$ cat config.mk
export PLATFORM = sky130hd
export DESIGN_NAME = alarm_slot_table_core
export DESIGN_NICKNAME = d
export VERILOG_FILES = /design/src/ast_pkg.sv /design/src/ast_ram.sv /design/src/ast_due_unit.sv /design/src/alarm_slot_table_core.sv
export SDC_FILE = /design/constraint.sdc
export NUM_CORES = 2
export LEC_CHECK = 0
export BUFFER_PORTS_ARGS = -buffer_cell sky130_fd_sc_hd__buf_2
export CAP_MARGIN = 20
export CORE_MARGIN = 3
export CORE_UTILIZATION = 60
export DETAILED_ROUTE_END_ITERATION = 7
export HOLD_SLACK_MARGIN = 0.05
export PLACE_DENSITY = 0.77
export SYNTH_ARGS = -nofsm -noshare
export SYNTH_HDL_FRONTEND = slang
export SYNTH_SLANG_ARGS = --single-unit
$ cat constraint.sdc
create_clock -name clk_i -period 24.6 [get_ports clk_i]
set_input_delay 2.46 -clock clk_i [delete_from_list [all_inputs] [get_ports clk_i]]
set_output_delay 2.46 -clock clk_i [all_outputs]
set_load 0.005 [all_outputs]
$ cat src/ast_pkg.sv
`timescale 1ns / 1ps
// shared types and constants of the alarm slot table
// no dependencies
package ast_pkg;

  localparam int unsigned SLOTS_DEF  = 16;
  localparam int unsigned MAX_FIRED  = 16;
  localparam int unsigned ID_W       = 31;
  localparam int unsigned TRIG_W     = 24;
  localparam int unsigned MS_W       = 48;
  localparam int unsigned DAY_W      = 16;
  localparam int unsigned SOD_W      = 17;
  localparam int unsigned FDAY_W     = 17;
  localparam int unsigned PROD_W     = 34;
  localparam logic [9:0]  MS_PER_SEC = 10'd1000;
  localparam logic [FDAY_W-1:0] NEVER_DAY = 17'h10000;

  typedef enum logic [1:0] {
    OP_TICK   = 2'd0,
    OP_ADD    = 2'd1,
    OP_REMOVE = 2'd2,
    OP_CLEAR  = 2'd3
  } opcode_e;

  typedef enum logic [2:0] {
    RK_ADD    = 3'd0,
    RK_REMOVE = 3'd1,
    RK_CLEAR  = 3'd2,
    RK_FIRED  = 3'd3,
    RK_NONE   = 3'd4
  } result_kind_e;

  typedef struct packed {
    logic [ID_W-1:0]   ident;
    logic              kind;
    logic              enabled;
    logic [TRIG_W-1:0] trigger;
    logic [MS_W-1:0]   base_ms;
    logic [FDAY_W-1:0] fired_day;
  } entry_t;

  localparam int unsigned ENTRY_W = $bits(entry_t);

endpackage

$ cat src/ast_ram.sv
`timescale 1ns / 1ps
// generic single write, single read ram with registered read data
// no dependencies
module ast_ram #(
  parameter int unsigned Width = 8,
  parameter int unsigned Depth = 16,
  localparam int unsigned AddrW = (Depth > 1) ? $clog2(Depth) : 1
) (
  input  logic             clk_i,
  input  logic             we_i,
  input  logic [AddrW-1:0] waddr_i,
  input  logic [Width-1:0] wdata_i,
  input  logic [AddrW-1:0] raddr_i,
  output logic [Width-1:0] rdata_o
);

  logic [Width-1:0] mem_q [Depth];

  always_ff @(posedge clk_i) begin
    if (we_i) begin
      mem_q[waddr_i] <= wdata_i;
    end
    rdata_o <= mem_q[raddr_i];
  end

endmodule

$ cat src/ast_due_unit.sv
`timescale 1ns / 1ps
// due check of one slot: registered product and difference, then compare
// depends on ast_pkg
module ast_due_unit (
  input  logic                       clk_i,
  input  ast_pkg::entry_t            entry_i,
  input  logic [ast_pkg::MS_W-1:0]   now_ms_i,
  input  logic [ast_pkg::DAY_W-1:0]  day_i,
  input  logic [ast_pkg::SOD_W-1:0]  sod_i,
  output logic                       due_o
);

  logic [ast_pkg::MS_W:0]     diff;
  logic [ast_pkg::PROD_W-1:0] prod_q;
  logic [ast_pkg::MS_W-1:0]   diff_q;
  logic                       ge_q;
  logic                       abs_due_q;
  logic                       kind_q;
  logic                       en_q;
  logic                       rel_due;

  assign diff = {1'b0, now_ms_i} - {1'b0, entry_i.base_ms};

  always_ff @(posedge clk_i) begin
    prod_q    <= {{(ast_pkg::PROD_W - ast_pkg::TRIG_W){1'b0}}, entry_i.trigger}
                 * ast_pkg::PROD_W'(ast_pkg::MS_PER_SEC);
    diff_q    <= diff[ast_pkg::MS_W-1:0];
    ge_q      <= ~diff[ast_pkg::MS_W];
    abs_due_q <= ({7'd0, sod_i} >= entry_i.trigger)
                 && (entry_i.fired_day != {1'b0, day_i});
    kind_q    <= entry_i.kind;
    en_q      <= entry_i.enabled;
  end

  // clock going back counts as no time elapsed
  assign rel_due = ge_q ? (diff_q >= ast_pkg::MS_W'(prod_q)) : (prod_q == '0);
  assign due_o   = en_q && (kind_q ? abs_due_q : rel_due);

endmodule

$ cat src/alarm_slot_table_core.sv
`timescale 1ns / 1ps
// alarm slot table top level: sequencer around the slot memory
// depends on ast_pkg, ast_ram, ast_due_unit
//
// usage
// - input channel in_valid_i / in_ready_o carries one command per transfer:
//   tick, add, remove or clear, with the current time fields
// - output channel out_valid_o / out_ready_i carries results; last_result_o
//   marks the final result of a command
// - one command at a time; in_ready_o is high only while the sequencer idles
// - add and clear: the command state writes the result to the output register
// - remove: each slot searched is read, then checked; each slot after the match is then read and written one place up
// - tick: each slot walked goes through memory read, multiply stage and compare
// - a tick holds back each fired result until the next due slot or the end
//   of the walk, so that the last one can carry the last flag
// - at most 16 alarms fire per tick, the rest wait for a later tick
// - reset empties the table and restarts ids; slot memory is not cleared,
//   only entries below the count are ever read
// - a stalled receiver holds the output register and the walk waits on it
module alarm_slot_table_core #(
  parameter int unsigned SLOTS = ast_pkg::SLOTS_DEF
) (
  input  logic                          clk_i,
  input  logic                          rst_ni,
  input  logic                          in_valid_i,
  output logic                          in_ready_o,
  input  logic [1:0]                    opcode_i,
  input  logic                          alarm_kind_i,
  input  logic [ast_pkg::TRIG_W-1:0]    trigger_seconds_i,
  input  logic [ast_pkg::ID_W-1:0]      target_id_i,
  input  logic [ast_pkg::MS_W-1:0]      now_ms_i,
  input  logic [ast_pkg::DAY_W-1:0]     day_index_i,
  input  logic [ast_pkg::SOD_W-1:0]     second_of_day_i,
  output logic                          out_valid_o,
  input  logic                          out_ready_i,
  output logic [2:0]                    result_kind_o,
  output logic [ast_pkg::ID_W-1:0]      alarm_id_o,
  output logic                          fired_kind_o,
  output logic                          success_o,
  output logic                          last_result_o
);

  localparam int unsigned IdxW = (SLOTS > 1) ? $clog2(SLOTS) : 1;
  localparam int unsigned CntW = $clog2(SLOTS + 1);

  typedef enum logic [3:0] {
    S_IDLE, S_TRD, S_TMUL, S_TEVAL, S_TFIN, S_ADD,
    S_RRD, S_RCHK, S_SRD, S_SWR, S_RESP
  } state_e;

  state_e state_q;

  // command fields held for the whole command
  logic                          kind_q;
  logic [ast_pkg::TRIG_W-1:0]    trig_q;
  logic [ast_pkg::ID_W-1:0]      target_q;
  logic [ast_pkg::MS_W-1:0]      now_q;
  logic [ast_pkg::DAY_W-1:0]     day_q;
  logic [ast_pkg::SOD_W-1:0]     sod_q;

  logic [CntW-1:0]               cnt_q;
  logic [ast_pkg::ID_W-1:0]      id_q;
  logic [IdxW-1:0]               idx_q;
  logic [4:0]                    nfired_q;

  // fired result held back until its last flag is known
  logic                          hold_q;
  logic [ast_pkg::ID_W-1:0]      hold_id_q;
  logic                          hold_kind_q;

  ast_pkg::result_kind_e         resp_kind_q;
  logic                          resp_ok_q;

  // output register
  logic                          out_valid_q;
  logic [2:0]                    out_kind_q;
  logic [ast_pkg::ID_W-1:0]      out_id_q;
  logic                          out_fk_q;
  logic                          out_ok_q;
  logic                          out_last_q;

  // memory ports
  logic                          mem_we;
  logic [IdxW-1:0]               mem_waddr;
  ast_pkg::entry_t               mem_wdata;
  logic [IdxW-1:0]               mem_raddr;
  ast_pkg::entry_t               rd_entry;
  logic [ast_pkg::ENTRY_W-1:0]   rd_bits;

  logic                          due;
  logic                          out_free;
  logic                          stall;
  logic [CntW-1:0]               idx_ext;
  logic [CntW-1:0]               idx_nxt;
  logic [4:0]                    nf_nxt;
  logic [ast_pkg::ID_W-1:0]      new_id;

  assign out_free = !out_valid_q || out_ready_i;
  assign idx_ext  = CntW'(idx_q);
  assign idx_nxt  = idx_ext + CntW'(1);
  assign new_id   = id_q + ast_pkg::ID_W'(1);
  assign stall    = due && hold_q && !out_free;
  assign nf_nxt   = nfired_q + {4'd0, due};
  assign rd_entry = ast_pkg::entry_t'(rd_bits);

  // a shift reads the slot after the one being written
  assign mem_raddr = (state_q == S_SRD) ? IdxW'(idx_nxt) : idx_q;

  always_comb begin
    mem_we    = 1'b0;
    mem_waddr = idx_q;
    mem_wdata = rd_entry;
    case (state_q)
      S_TEVAL: begin
        mem_we = due && !stall;
        if (rd_entry.kind) begin
          mem_wdata.fired_day = {1'b0, day_q};
        end else begin
          mem_wdata.enabled = 1'b0;
        end
      end
      S_ADD: begin
        mem_we              = out_free && (cnt_q < CntW'(SLOTS));
        mem_waddr           = IdxW'(cnt_q);
        mem_wdata.ident     = new_id;
        mem_wdata.kind      = kind_q;
        mem_wdata.enabled   = 1'b1;
        mem_wdata.trigger   = trig_q;
        mem_wdata.base_ms   = kind_q ? '0 : now_q;
        // an absolute alarm already past today counts as fired today
        mem_wdata.fired_day = (kind_q && ({7'd0, sod_q} >= trig_q))
                              ? {1'b0, day_q} : ast_pkg::NEVER_DAY;
      end
      S_SWR: begin
        mem_we = 1'b1;
      end
      default: begin
        mem_we = 1'b0;
      end
    endcase
  end

  ast_ram #(
    .Width (ast_pkg::ENTRY_W),
    .Depth (SLOTS)
  ) u_slot_ram (
    .clk_i   (clk_i),
    .we_i    (mem_we),
    .waddr_i (mem_waddr),
    .wdata_i (mem_wdata),
    .raddr_i (mem_raddr),
    .rdata_o (rd_bits)
  );

  ast_due_unit u_due (
    .clk_i    (clk_i),
    .entry_i  (rd_entry),
    .now_ms_i (now_q),
    .day_i    (day_q),
    .sod_i    (sod_q),
    .due_o    (due)
  );

  always_ff @(posedge clk_i or negedge rst_ni) begin
    if (!rst_ni) begin
      state_q     <= S_IDLE;
      cnt_q       <= '0;
      id_q        <= '0;
      idx_q       <= '0;
      nfired_q    <= '0;
      hold_q      <= 1'b0;
      out_valid_q <= 1'b0;
    end else begin
      if (out_ready_i) begin
        out_valid_q <= 1'b0;
      end
      case (state_q)
        S_IDLE: begin
          if (in_valid_i) begin
            kind_q   <= alarm_kind_i;
            trig_q   <= trigger_seconds_i;
            target_q <= target_id_i;
            now_q    <= now_ms_i;
            day_q    <= day_index_i;
            sod_q    <= second_of_day_i;
            idx_q    <= '0;
            nfired_q <= '0;
            hold_q   <= 1'b0;
            case (ast_pkg::opcode_e'(opcode_i))
              ast_pkg::OP_TICK: begin
                state_q <= (cnt_q == '0) ? S_TFIN : S_TRD;
              end
              ast_pkg::OP_ADD: begin
                state_q <= S_ADD;
              end
              ast_pkg::OP_REMOVE: begin
                resp_kind_q <= ast_pkg::RK_REMOVE;
                resp_ok_q   <= 1'b0;
                state_q     <= (cnt_q == '0) ? S_RESP : S_RRD;
              end
              default: begin
                cnt_q       <= '0;
                resp_kind_q <= ast_pkg::RK_CLEAR;
                resp_ok_q   <= 1'b0;
                state_q     <= S_RESP;
              end
            endcase
          end
        end
        S_TRD: begin
          state_q <= S_TMUL;
        end
        S_TMUL: begin
          state_q <= S_TEVAL;
        end
        S_TEVAL: begin
          if (!stall) begin
            if (due) begin
              if (hold_q) begin
                out_valid_q <= 1'b1;
                out_kind_q  <= ast_pkg::RK_FIRED;
                out_id_q    <= hold_id_q;
                out_fk_q    <= hold_kind_q;
                out_ok_q    <= 1'b0;
                out_last_q  <= 1'b0;
              end
              hold_q      <= 1'b1;
              hold_id_q   <= rd_entry.ident;
              hold_kind_q <= rd_entry.kind;
              nfired_q    <= nf_nxt;
            end
            if (idx_nxt == cnt_q || nf_nxt == 5'(ast_pkg::MAX_FIRED)) begin
              state_q <= S_TFIN;
            end else begin
              idx_q   <= IdxW'(idx_nxt);
              state_q <= S_TRD;
            end
          end
        end
        S_TFIN: begin
          if (out_free) begin
            out_valid_q <= 1'b1;
            out_kind_q  <= hold_q ? ast_pkg::RK_FIRED : ast_pkg::RK_NONE;
            out_id_q    <= hold_q ? hold_id_q : '0;
            out_fk_q    <= hold_q && hold_kind_q;
            out_ok_q    <= 1'b0;
            out_last_q  <= 1'b1;
            hold_q      <= 1'b0;
            state_q     <= S_IDLE;
          end
        end
        S_ADD: begin
          if (out_free) begin
            out_valid_q <= 1'b1;
            out_kind_q  <= ast_pkg::RK_ADD;
            out_fk_q    <= 1'b0;
            out_last_q  <= 1'b1;
            if (cnt_q < CntW'(SLOTS)) begin
              id_q     <= new_id;
              cnt_q    <= cnt_q + CntW'(1);
              out_id_q <= new_id;
              out_ok_q <= 1'b1;
            end else begin
              out_id_q <= '0;
              out_ok_q <= 1'b0;
            end
            state_q <= S_IDLE;
          end
        end
        S_RRD: begin
          state_q <= S_RCHK;
        end
        S_RCHK: begin
          if (rd_entry.ident == target_q) begin
            if (idx_nxt < cnt_q) begin
              state_q <= S_SRD;
            end else begin
              cnt_q     <= cnt_q - CntW'(1);
              resp_ok_q <= 1'b1;
              state_q   <= S_RESP;
            end
          end else if (idx_nxt == cnt_q) begin
            state_q <= S_RESP;
          end else begin
            idx_q   <= IdxW'(idx_nxt);
            state_q <= S_RRD;
          end
        end
        S_SRD: begin
          state_q <= S_SWR;
        end
        S_SWR: begin
          // close the gap one slot at a time
          idx_q <= IdxW'(idx_nxt);
          if (idx_nxt + CntW'(1) < cnt_q) begin
            state_q <= S_SRD;
          end else begin
            cnt_q     <= cnt_q - CntW'(1);
            resp_ok_q <= 1'b1;
            state_q   <= S_RESP;
          end
        end
        S_RESP: begin
          if (out_free) begin
            out_valid_q <= 1'b1;
            out_kind_q  <= resp_kind_q;
            out_id_q    <= '0;
            out_fk_q    <= 1'b0;
            out_ok_q    <= resp_ok_q;
            out_last_q  <= 1'b1;
            state_q     <= S_IDLE;
          end
        end
        default: begin
          state_q <= S_IDLE;
        end
      endcase
    end
  end

  assign in_ready_o    = (state_q == S_IDLE);
  assign out_valid_o   = out_valid_q;
  assign result_kind_o = out_kind_q;
  assign alarm_id_o    = out_id_q;
  assign fired_kind_o  = out_fk_q;
  assign success_o     = out_ok_q;
  assign last_result_o = out_last_q;

  // the table never holds more than its slots
  assert property (@(posedge clk_i) disable iff (!rst_ni) cnt_q <= CntW'(SLOTS))
    else $error("entry count above table size");

  // no more fired alarms in one tick than the output limit
  assert property (@(posedge clk_i) disable iff (!rst_ni)
    nfired_q <= 5'(ast_pkg::MAX_FIRED))
    else $error("fired count above limit");

  // an accepted command always leaves the idle state
  assert property (@(posedge clk_i) disable iff (!rst_ni)
    (in_valid_i && in_ready_o) |=> (state_q != S_IDLE))
    else $error("command accepted without being started");

  // a held fired result is only ever present during a tick walk
  assert property (@(posedge clk_i) disable iff (!rst_ni)
    hold_q |-> (state_q == S_TRD || state_q == S_TMUL || state_q == S_TEVAL
                || state_q == S_TFIN))
    else $error("fired result held outside a tick");

endmodule

* After elaboration in Yosys (flattened, before gate mapping)
Memory sizes are Yosys's and may differ from the RTL's. A register that Yosys moved wholly into a read port is not among the register bits.
Index checks and enable logic that the tools add are counted.
** Word-level totals
- Flip-flop bits (word level) :: 344
- Latch bits :: 0
- Bits in writable memories :: 1952
- ROM bits :: 0
- Input bits :: 143
- Output and inout bits :: 39
- Word-level logic and storage cells :: 216
- Memories :: 1
** Memories
- u_slot_ram.mem_q :: words 16, bits a word 122, read ports 1, clocked after memory_dff 1, wr ports 1, line ast_ram.sv:17 : logic [Width-1:0] mem_q [Depth];
** Operators by class
- Add/sub/neg operators :: 7
- Multiply operators :: 1
- Div/mod/pow operators :: 0
- $lt $le $gt $ge :: 6
- Equality and inequality tests :: 34
- Shifts and indexed selects :: 0
- Muxes and demuxes :: 94
- Bitwise logic cells :: 3
- Reduce and logical (&&, ||, !) cells :: 42
** Operator list (count)
- 31-bit 2-to-1 mux :: 8
- 31-bit one-hot mux with 4 select lines :: 1
- 72-bit 2-to-1 mux :: 1
- 4-bit 2-to-1 mux :: 13
- 5-bit 2-to-1 mux :: 10
- 48-bit by 48-bit subtractor with 49-bit output :: 1
- 17-bit by 24-bit greater-or-equal comparator with 1-bit output :: 2
- 48-bit by 34-bit greater-or-equal comparator with 1-bit output :: 1
- 48-bit 2-to-1 mux :: 1
- 4-bit one-hot mux with 9 select lines :: 1
- 34-bit logical NOT :: 1
- 17-bit 2-to-1 mux :: 2
- 17-bit one-hot mux with 2 select lines :: 1
- 32-bit 2-to-1 mux :: 1
- 2-bit != test, second input constant :: 16
- 31-bit by 1-bit adder with 31-bit output, second input constant :: 1
- 31-bit == test :: 1
- 24-bit by 7-bit multiplier with 31-bit output, second input constant :: 1
- 1-bit 2-to-1 mux :: 30
- 3-bit 2-to-1 mux :: 9
- 5-bit one-hot mux with 4 select lines :: 1
- 17-bit by 16-bit != test with 1-bit output :: 1
- 4-bit by 3-bit == test with 1-bit output, second input constant :: 4
- 4-bit one-hot mux with 4 select lines :: 1
- other kinds (40) :: 78

* Depth between registers and ports, before layout
- Depth after elaboration :: 11
- Gate-level depth with buffers :: 20
- Mapped depth without buffers :: 20

* Modules after synthesis
From an unflattened synthesis, not the netlist that was laid out.
** Second synthesis, totals
- Cells, all modules :: 5402
- Area total of the unflattened synthesis :: 98090.3 um2
** By module, submodules not included
- ast_ram :: instances 1, cells an instance 3118, area an instance 75291.0 um2, seq. area each 61058.6 um2
- alarm_slot_table_core :: instances 1, cells an instance 1144, area an instance 12856.1 um2, seq. area each 7552.2 um2
- ast_due_unit :: instances 1, cells an instance 1140, area an instance 9943.3 um2, seq. area each 1661.6 um2

* Worst setup path after synthesis
OpenSTA, ideal clock, no wires.
- Path kind :: input port to flip-flop
- Start point :: in out_ready_i
- End point :: mem u_slot_ram.mem_q[12][0] (netlist name), enable pin
- Setup time :: 0.605 ns
- Data arrival time :: 8.331 ns
- Data required time :: 23.995 ns
- Slack :: 15.663 ns
- Cell stages on the path :: 6
- Path buffers :: 1
- Path through :: nor2b_1 clkbuf_1 nor2_1 a21o_1 a31oi_1 nor2_1
** Between the ends
- Longest elaborated chain between the ends :: 8
- Elaborated cells on any way between the ends :: 9
- Those cells by class :: mux (3); reduce/logical (6)
** Ends and longest elaborated chain
- start: declaration :: line alarm_slot_table_core.sv:35 : input logic out_ready_i,
- 1-bit logical OR (*) :: line alarm_slot_table_core.sv:98 : assign out_free = !out_valid_q || out_ready_i;
- 1-bit logical NOT :: line alarm_slot_table_core.sv:102 : assign stall = due && hold_q && !out_free;
- 1-bit logical AND :: line alarm_slot_table_core.sv:102
- 1-bit logical NOT
- 1-bit logical AND :: line alarm_slot_table_core.sv:115 : mem_we = due && !stall;
- 1-bit one-hot mux with 3 select lines (*) :: line alarm_slot_table_core.sv:113 : case (state_q)
- 1-bit 2-to-1 mux (*) :: line ast_ram.sv:20 : if (we_i) begin
- 1-bit 2-to-1 mux (not written as such) (*) :: line ast_ram.sv:21 : mem_q[waddr_i] <= wdata_i;
- end: declaration :: line ast_ram.sv:17
Mark *: on every way between the ends. The rest lies on a longest branch, timed or not.

* Worst setup path in the final report
- Start point :: reg u_due.diff_q[3] (netlist name)
- End point :: mem u_slot_ram.mem_q[11][40] (netlist name), enable pin
** Between the ends
- Longest elaborated chain between the ends :: 11
** Ends and longest elaborated chain
- start: declaration :: line ast_due_unit.sv:15 : logic [ast_pkg::MS_W-1:0] diff_q;
- start signal: assignment :: line ast_due_unit.sv:27 : diff_q <= diff[ast_pkg::MS_W-1:0];
- 48-bit by 34-bit greater-or-equal comparator with 1-bit output (*) :: line ast_due_unit.sv:36 : assign rel_due = ge_q ? (diff_q >= ast_pkg::MS_W'(prod_q)) : (prod_q == '0);
- 1-bit 2-to-1 mux (*) :: line ast_due_unit.sv:36
- 1-bit 2-to-1 mux (*) :: line ast_due_unit.sv:37 : assign due_o = en_q && (kind_q ? abs_due_q : rel_due);
- 1-bit logical AND (*) :: line ast_due_unit.sv:37
- 1-bit logical AND (2 in series) :: line alarm_slot_table_core.sv:102
- 1-bit logical NOT
- 1-bit logical AND (*) :: line alarm_slot_table_core.sv:115
- 1-bit one-hot mux with 3 select lines (*) :: line alarm_slot_table_core.sv:113
- 1-bit 2-to-1 mux (*) :: line ast_ram.sv:20
- 1-bit 2-to-1 mux (not written as such) (*) :: line ast_ram.sv:21
Marked as above.

==> impl_summary.txt <==
----------------------------------------------------
[Layout]
  Commonest cells after routing, fill and taps aside ... sky130_fd_sc_hd__edfxtp_1 (2,161), sky130_fd_sc_hd__mux4_2 (610), sky130_fd_sc_hd__inv_1 (264), sky130_fd_sc_hd__clkbuf_16 (226), sky130_fd_sc_hd__dfxtp_1 (205)
  Most common cell after layout, fill and taps aside ... sky130_fd_sc_hd__edfxtp_1
  Layout cell share with drive strength beyond 1 ... between 20% and 30%
  Combined area of the multi-input logic cells ... approximately 0.026 mm2
  Total Nets Final ... 5,808
  Register area ... 0.0703 mm2
  Fillcell total ... between 9k and 10k
  Signed area change from the synthesized netlist to the final layout ... 12.4%

[Global route]
  Number of antenna violations at the first check in global routing ... 6
  Largest net degree at the start of global routing ... ~150
  Aggregate global routing overflow ... 0
  Total global routing track utilization ... 28.6%
  Wire length of the first global-routing pass ... around 350 mm
  Number of global-route vias before repair ... between 50k and 60k

[Route]
  Via-per-instance ratio ... approximately 6.6
  Residual antenna-violating net count after detailed routing ... 0
  Via Count ... between 50k and 60k
  Total detailed-routing wirelength ... about 240 mm
  Post-route DRC violation count ... 0
  Detailed Routing Iterations Pass 1 ... 8
  Number of DRC markers after the initial detailed-route iteration ... between 6k and 7k
  Detail-routed net length per standard cell ... just over 30 um

[CTS]
  CTS tree ... yes
  Buffer cell driving the clock tree root ... sky130_fd_sc_hd__clkbuf_16
  Number of buffers added for setup after CTS ... 0
  Number of sinks on the clock net ... 2,417
  Worst-skew pair later-pin latency ... 880 ps
  H-tree Lvls ... 4
  Clock transition at the registers of the reported paths ... roughly 70 ps
  Resized cells post-CTS ... 0
  Largest buffer count on any clock path ... 3
  Total clock buffers created by CTS ... between 200 and 250
  Hold_buf cts ... 0

[Synthesis]
  Portion of the post-synthesis area used by sequential elements ... between 70% and 80%
  Share of Yosys cell area claimed by the top area cell type ... 66.4%
  Synth Flop Type ... sky130_fd_sc_hd__edfxtp_1
  Average footprint of a synthesized cell ... 19.5 um2
  Netlist Area Pre-Place ... between 0.09 and 0.1 mm2
  Flops & latches, synth ... ~2.4k
  Number of flops mapped to enable cells by yosys ... approximately 2.2k
  Count of distinct cell types in the synthesized netlist ... 81
  Total of warnings raised by yosys ... 0
  Cell type contributing the most total cell area after synthesis ... sky130_fd_sc_hd__edfxtp_1
  Gate count of the mapped netlist ... ~5.0k
  Top area cells in the synthesized netlist ... sky130_fd_sc_hd__edfxtp_1 (66%), sky130_fd_sc_hd__mux4_2 (14%), sky130_fd_sc_hd__dfxtp_1 (4.2%)
  Synth async-reset ratio ... under 10%
  Post-Syn Nets ... 5,445

[Job]
  Max-capacitance violation count ... 0

[Timing]
  Max Slew Vio Count ... 0
  Worst Skew ... 74.4 ps
  Final period utilization ... ~26%
  Worst-Margin Slew ... 1180 ps
  Setup TNS ... 0 ps
  Post-layout min period ... 6360 ps
  Number of setup violations in the final report ... 0
  Max-slew headroom ... between 20% and 30%
  Peak clock frequency supported by timing ... 157 MHz
  RSZ-0062 raised after global routing ... false
  Hold violation count in the final report ... 0

[Worst setup path]
  Maximum fanout encountered on the critical timing path ... 51
  Crit Path Class ... reg -> reg
  Startpoint type of the worst setup path ... register
  Endpoint required time on the critical path ... roughly 25,000 ps
  Register-to-register path setup slack ... roughly 18,000 ps
  CP arrival ... slightly below 7000 ps
  Worst setup EP type ... register

[Floorplanning]
  Die Footprint ... 0.168 mm2
  Number of rows in the core area ... about 150
  IO Pins ... between 150 and 200
  Area of the core region ... between 0.15 and 0.2 mm2
  Die Width ... 410 um
  Die Y ... ~410 um
  Starting utilization of the core area ... between 60 and 70%

[Placed design]
  RD Place Congestion ... between 0.8 and 0.9
  HPWL reported at the end of detailed placement ... approximately 120 mm
  Count of input and output buffers ... 181

[Status]
  Outcome ... complete, no violations

[Min path]
  Type of the worst min-delay path ... reg -> reg

----------------------------------------------------
==> state kept, by name, summed over array words and instances, names as in the netlist, 2 cells and up <==
name,cells
idx_q,4
nfired_q,5
trig_q,24
u_slot_ram.rdata_o,122
state_q,4
hold_id_q,31
now_q,48
resp_kind_q,2
u_due.diff_q,48
u_due.prod_q,31
day_q,16
target_q,31
sod_q,17
alarm_id_o,31
cnt_q,5
u_slot_ram.mem_q,1952
id_q,31
result_kind_o,3
==> Yosys cell counts (6+ instances only) <==
| cell type | number |
|---|---|
| sky130_fd_sc_hd__a211oi_1 | 6 |
| sky130_fd_sc_hd__a21o_1 | 69 |
| sky130_fd_sc_hd__a21oi_1 | 85 |
| sky130_fd_sc_hd__a22o_1 | 32 |
| sky130_fd_sc_hd__a31oi_1 | 15 |
| sky130_fd_sc_hd__and2_1 | 10 |
| sky130_fd_sc_hd__and3_1 | 24 |
| sky130_fd_sc_hd__buf_1 | 35 |
| sky130_fd_sc_hd__buf_2 | 60 |
| sky130_fd_sc_hd__clkbuf_1 | 97 |
| sky130_fd_sc_hd__dfrtp_1 | 51 |
| sky130_fd_sc_hd__dfxtp_1 | 205 |
| sky130_fd_sc_hd__edfxtp_1 | 2161 |
| sky130_fd_sc_hd__fa_1 | 88 |
| sky130_fd_sc_hd__ha_1 | 204 |
| sky130_fd_sc_hd__inv_1 | 264 |
| sky130_fd_sc_hd__mux4_2 | 610 |
| sky130_fd_sc_hd__nand2_1 | 190 |
| sky130_fd_sc_hd__nand2b_1 | 21 |
| sky130_fd_sc_hd__nand3_1 | 38 |
| sky130_fd_sc_hd__nand3b_1 | 50 |
| sky130_fd_sc_hd__nand4_1 | 30 |
| sky130_fd_sc_hd__nor2_1 | 106 |
| sky130_fd_sc_hd__nor2b_1 | 15 |
| sky130_fd_sc_hd__nor3_1 | 27 |
| sky130_fd_sc_hd__nor4_1 | 25 |
| sky130_fd_sc_hd__o21a_1 | 17 |
| sky130_fd_sc_hd__o21ai_0 | 168 |
| sky130_fd_sc_hd__o21bai_1 | 13 |
| sky130_fd_sc_hd__o31ai_1 | 17 |
| sky130_fd_sc_hd__or3_1 | 6 |
| sky130_fd_sc_hd__xnor2_1 | 105 |
| sky130_fd_sc_hd__xor2_1 | 75 |
==> layer usage <==
metal	up-vias	GRT usage, %	routed length (um)
met4	2	8.35	6730
met3	460	4.90	21900
met5	-	0	7
li1	20760	-	-
met2	3083	45.6	116000
met1	26387	41.5	91700
==> path summary, 6_finish.rpt <==
kind                                                 end  cells past startpoint                   start
worst max-delay path            u_slot_ram.mem_q[11][40]                     14         u_due.diff_q[3]
worst min-delay path                        hold_id_q[5]                      0  u_slot_ram.rdata_o[96]
worst max register to register  u_slot_ram.mem_q[11][40]                     14         u_due.diff_q[3]
worst min register to register              hold_id_q[5]                      0  u_slot_ram.rdata_o[96]
max in group asynchronous                       id_q[26]                      2                  rst_ni
min in group asynchronous                    out_valid_o                      2                  rst_ni
==> logic make-up (layout without fill, tap and decap cells) <==
family	Yosys count	in the layout	synth area share (%)
buffers and inverters	461	1021	1.87
XOR/XNOR	180	180	1.61
AO/OA/AOI/OAI	486	486	3.26
multiplexers	614	614	14.1
adder cells (fa/ha/maj)	292	292	4.41
flip-flops	2417	2417	71.9
other	0	2	0
AND/OR/NAND/NOR	560	560	2.84
==> stage by stage <==
step,hold slack (ps),std cells,utilization (%),instance area [um2],setup slack [ps]
2_1_floorplan,325,5010,-,97700,15660
3_3_place_gp,464,7286,63.2,102000,17960
3_5_place_dp,464,7287,63.2,102000,17860
4_1_cts,480,7710,68.0,110000,18220
5_1_grt,492,7730,68.2,110000,17830
6_report,497,7732,68.2,110000,18240
==> worst max-delay path: stages, from the launching register on <==
cell and delay, ps:
sky130_fd_sc_hd__dfxtp_1 320, sky130_fd_sc_hd__inv_1 40, sky130_fd_sc_hd__ha_1 250, sky130_fd_sc_hd__or4b_1 430
sky130_fd_sc_hd__a21boi_1 160, sky130_fd_sc_hd__o21a_1 130, sky130_fd_sc_hd__o21ai_1 80, sky130_fd_sc_hd__a2111oi_2 310
sky130_fd_sc_hd__o31ai_1 170, sky130_fd_sc_hd__a31oi_4 660, sky130_fd_sc_hd__a21o_1 250, sky130_fd_sc_hd__a31oi_1 380
sky130_fd_sc_hd__nor2_4 930, sky130_fd_sc_hd__buf_4 910, sky130_fd_sc_hd__buf_4 820
==> cell type report <==
| type | count | share of cell area, % |
|---|---|---|
| flip-flops and latches | 2417 | 64.0 |
| diodes | 2 | 0.00456 |
| repair buffers | 333 | 2.11 |
| multi-input cells | 2132 | 23.5 |
| well taps | 2160 | 2.46 |
| inverters | 265 | 0.906 |
| clock buffers | 295 | 5.59 |
| clock inverters | 128 | 1.39 |
Power is left out: the tool's default activity adds up to more than one toggle a clock period on the data nets, which glitch-free logic cannot reach.
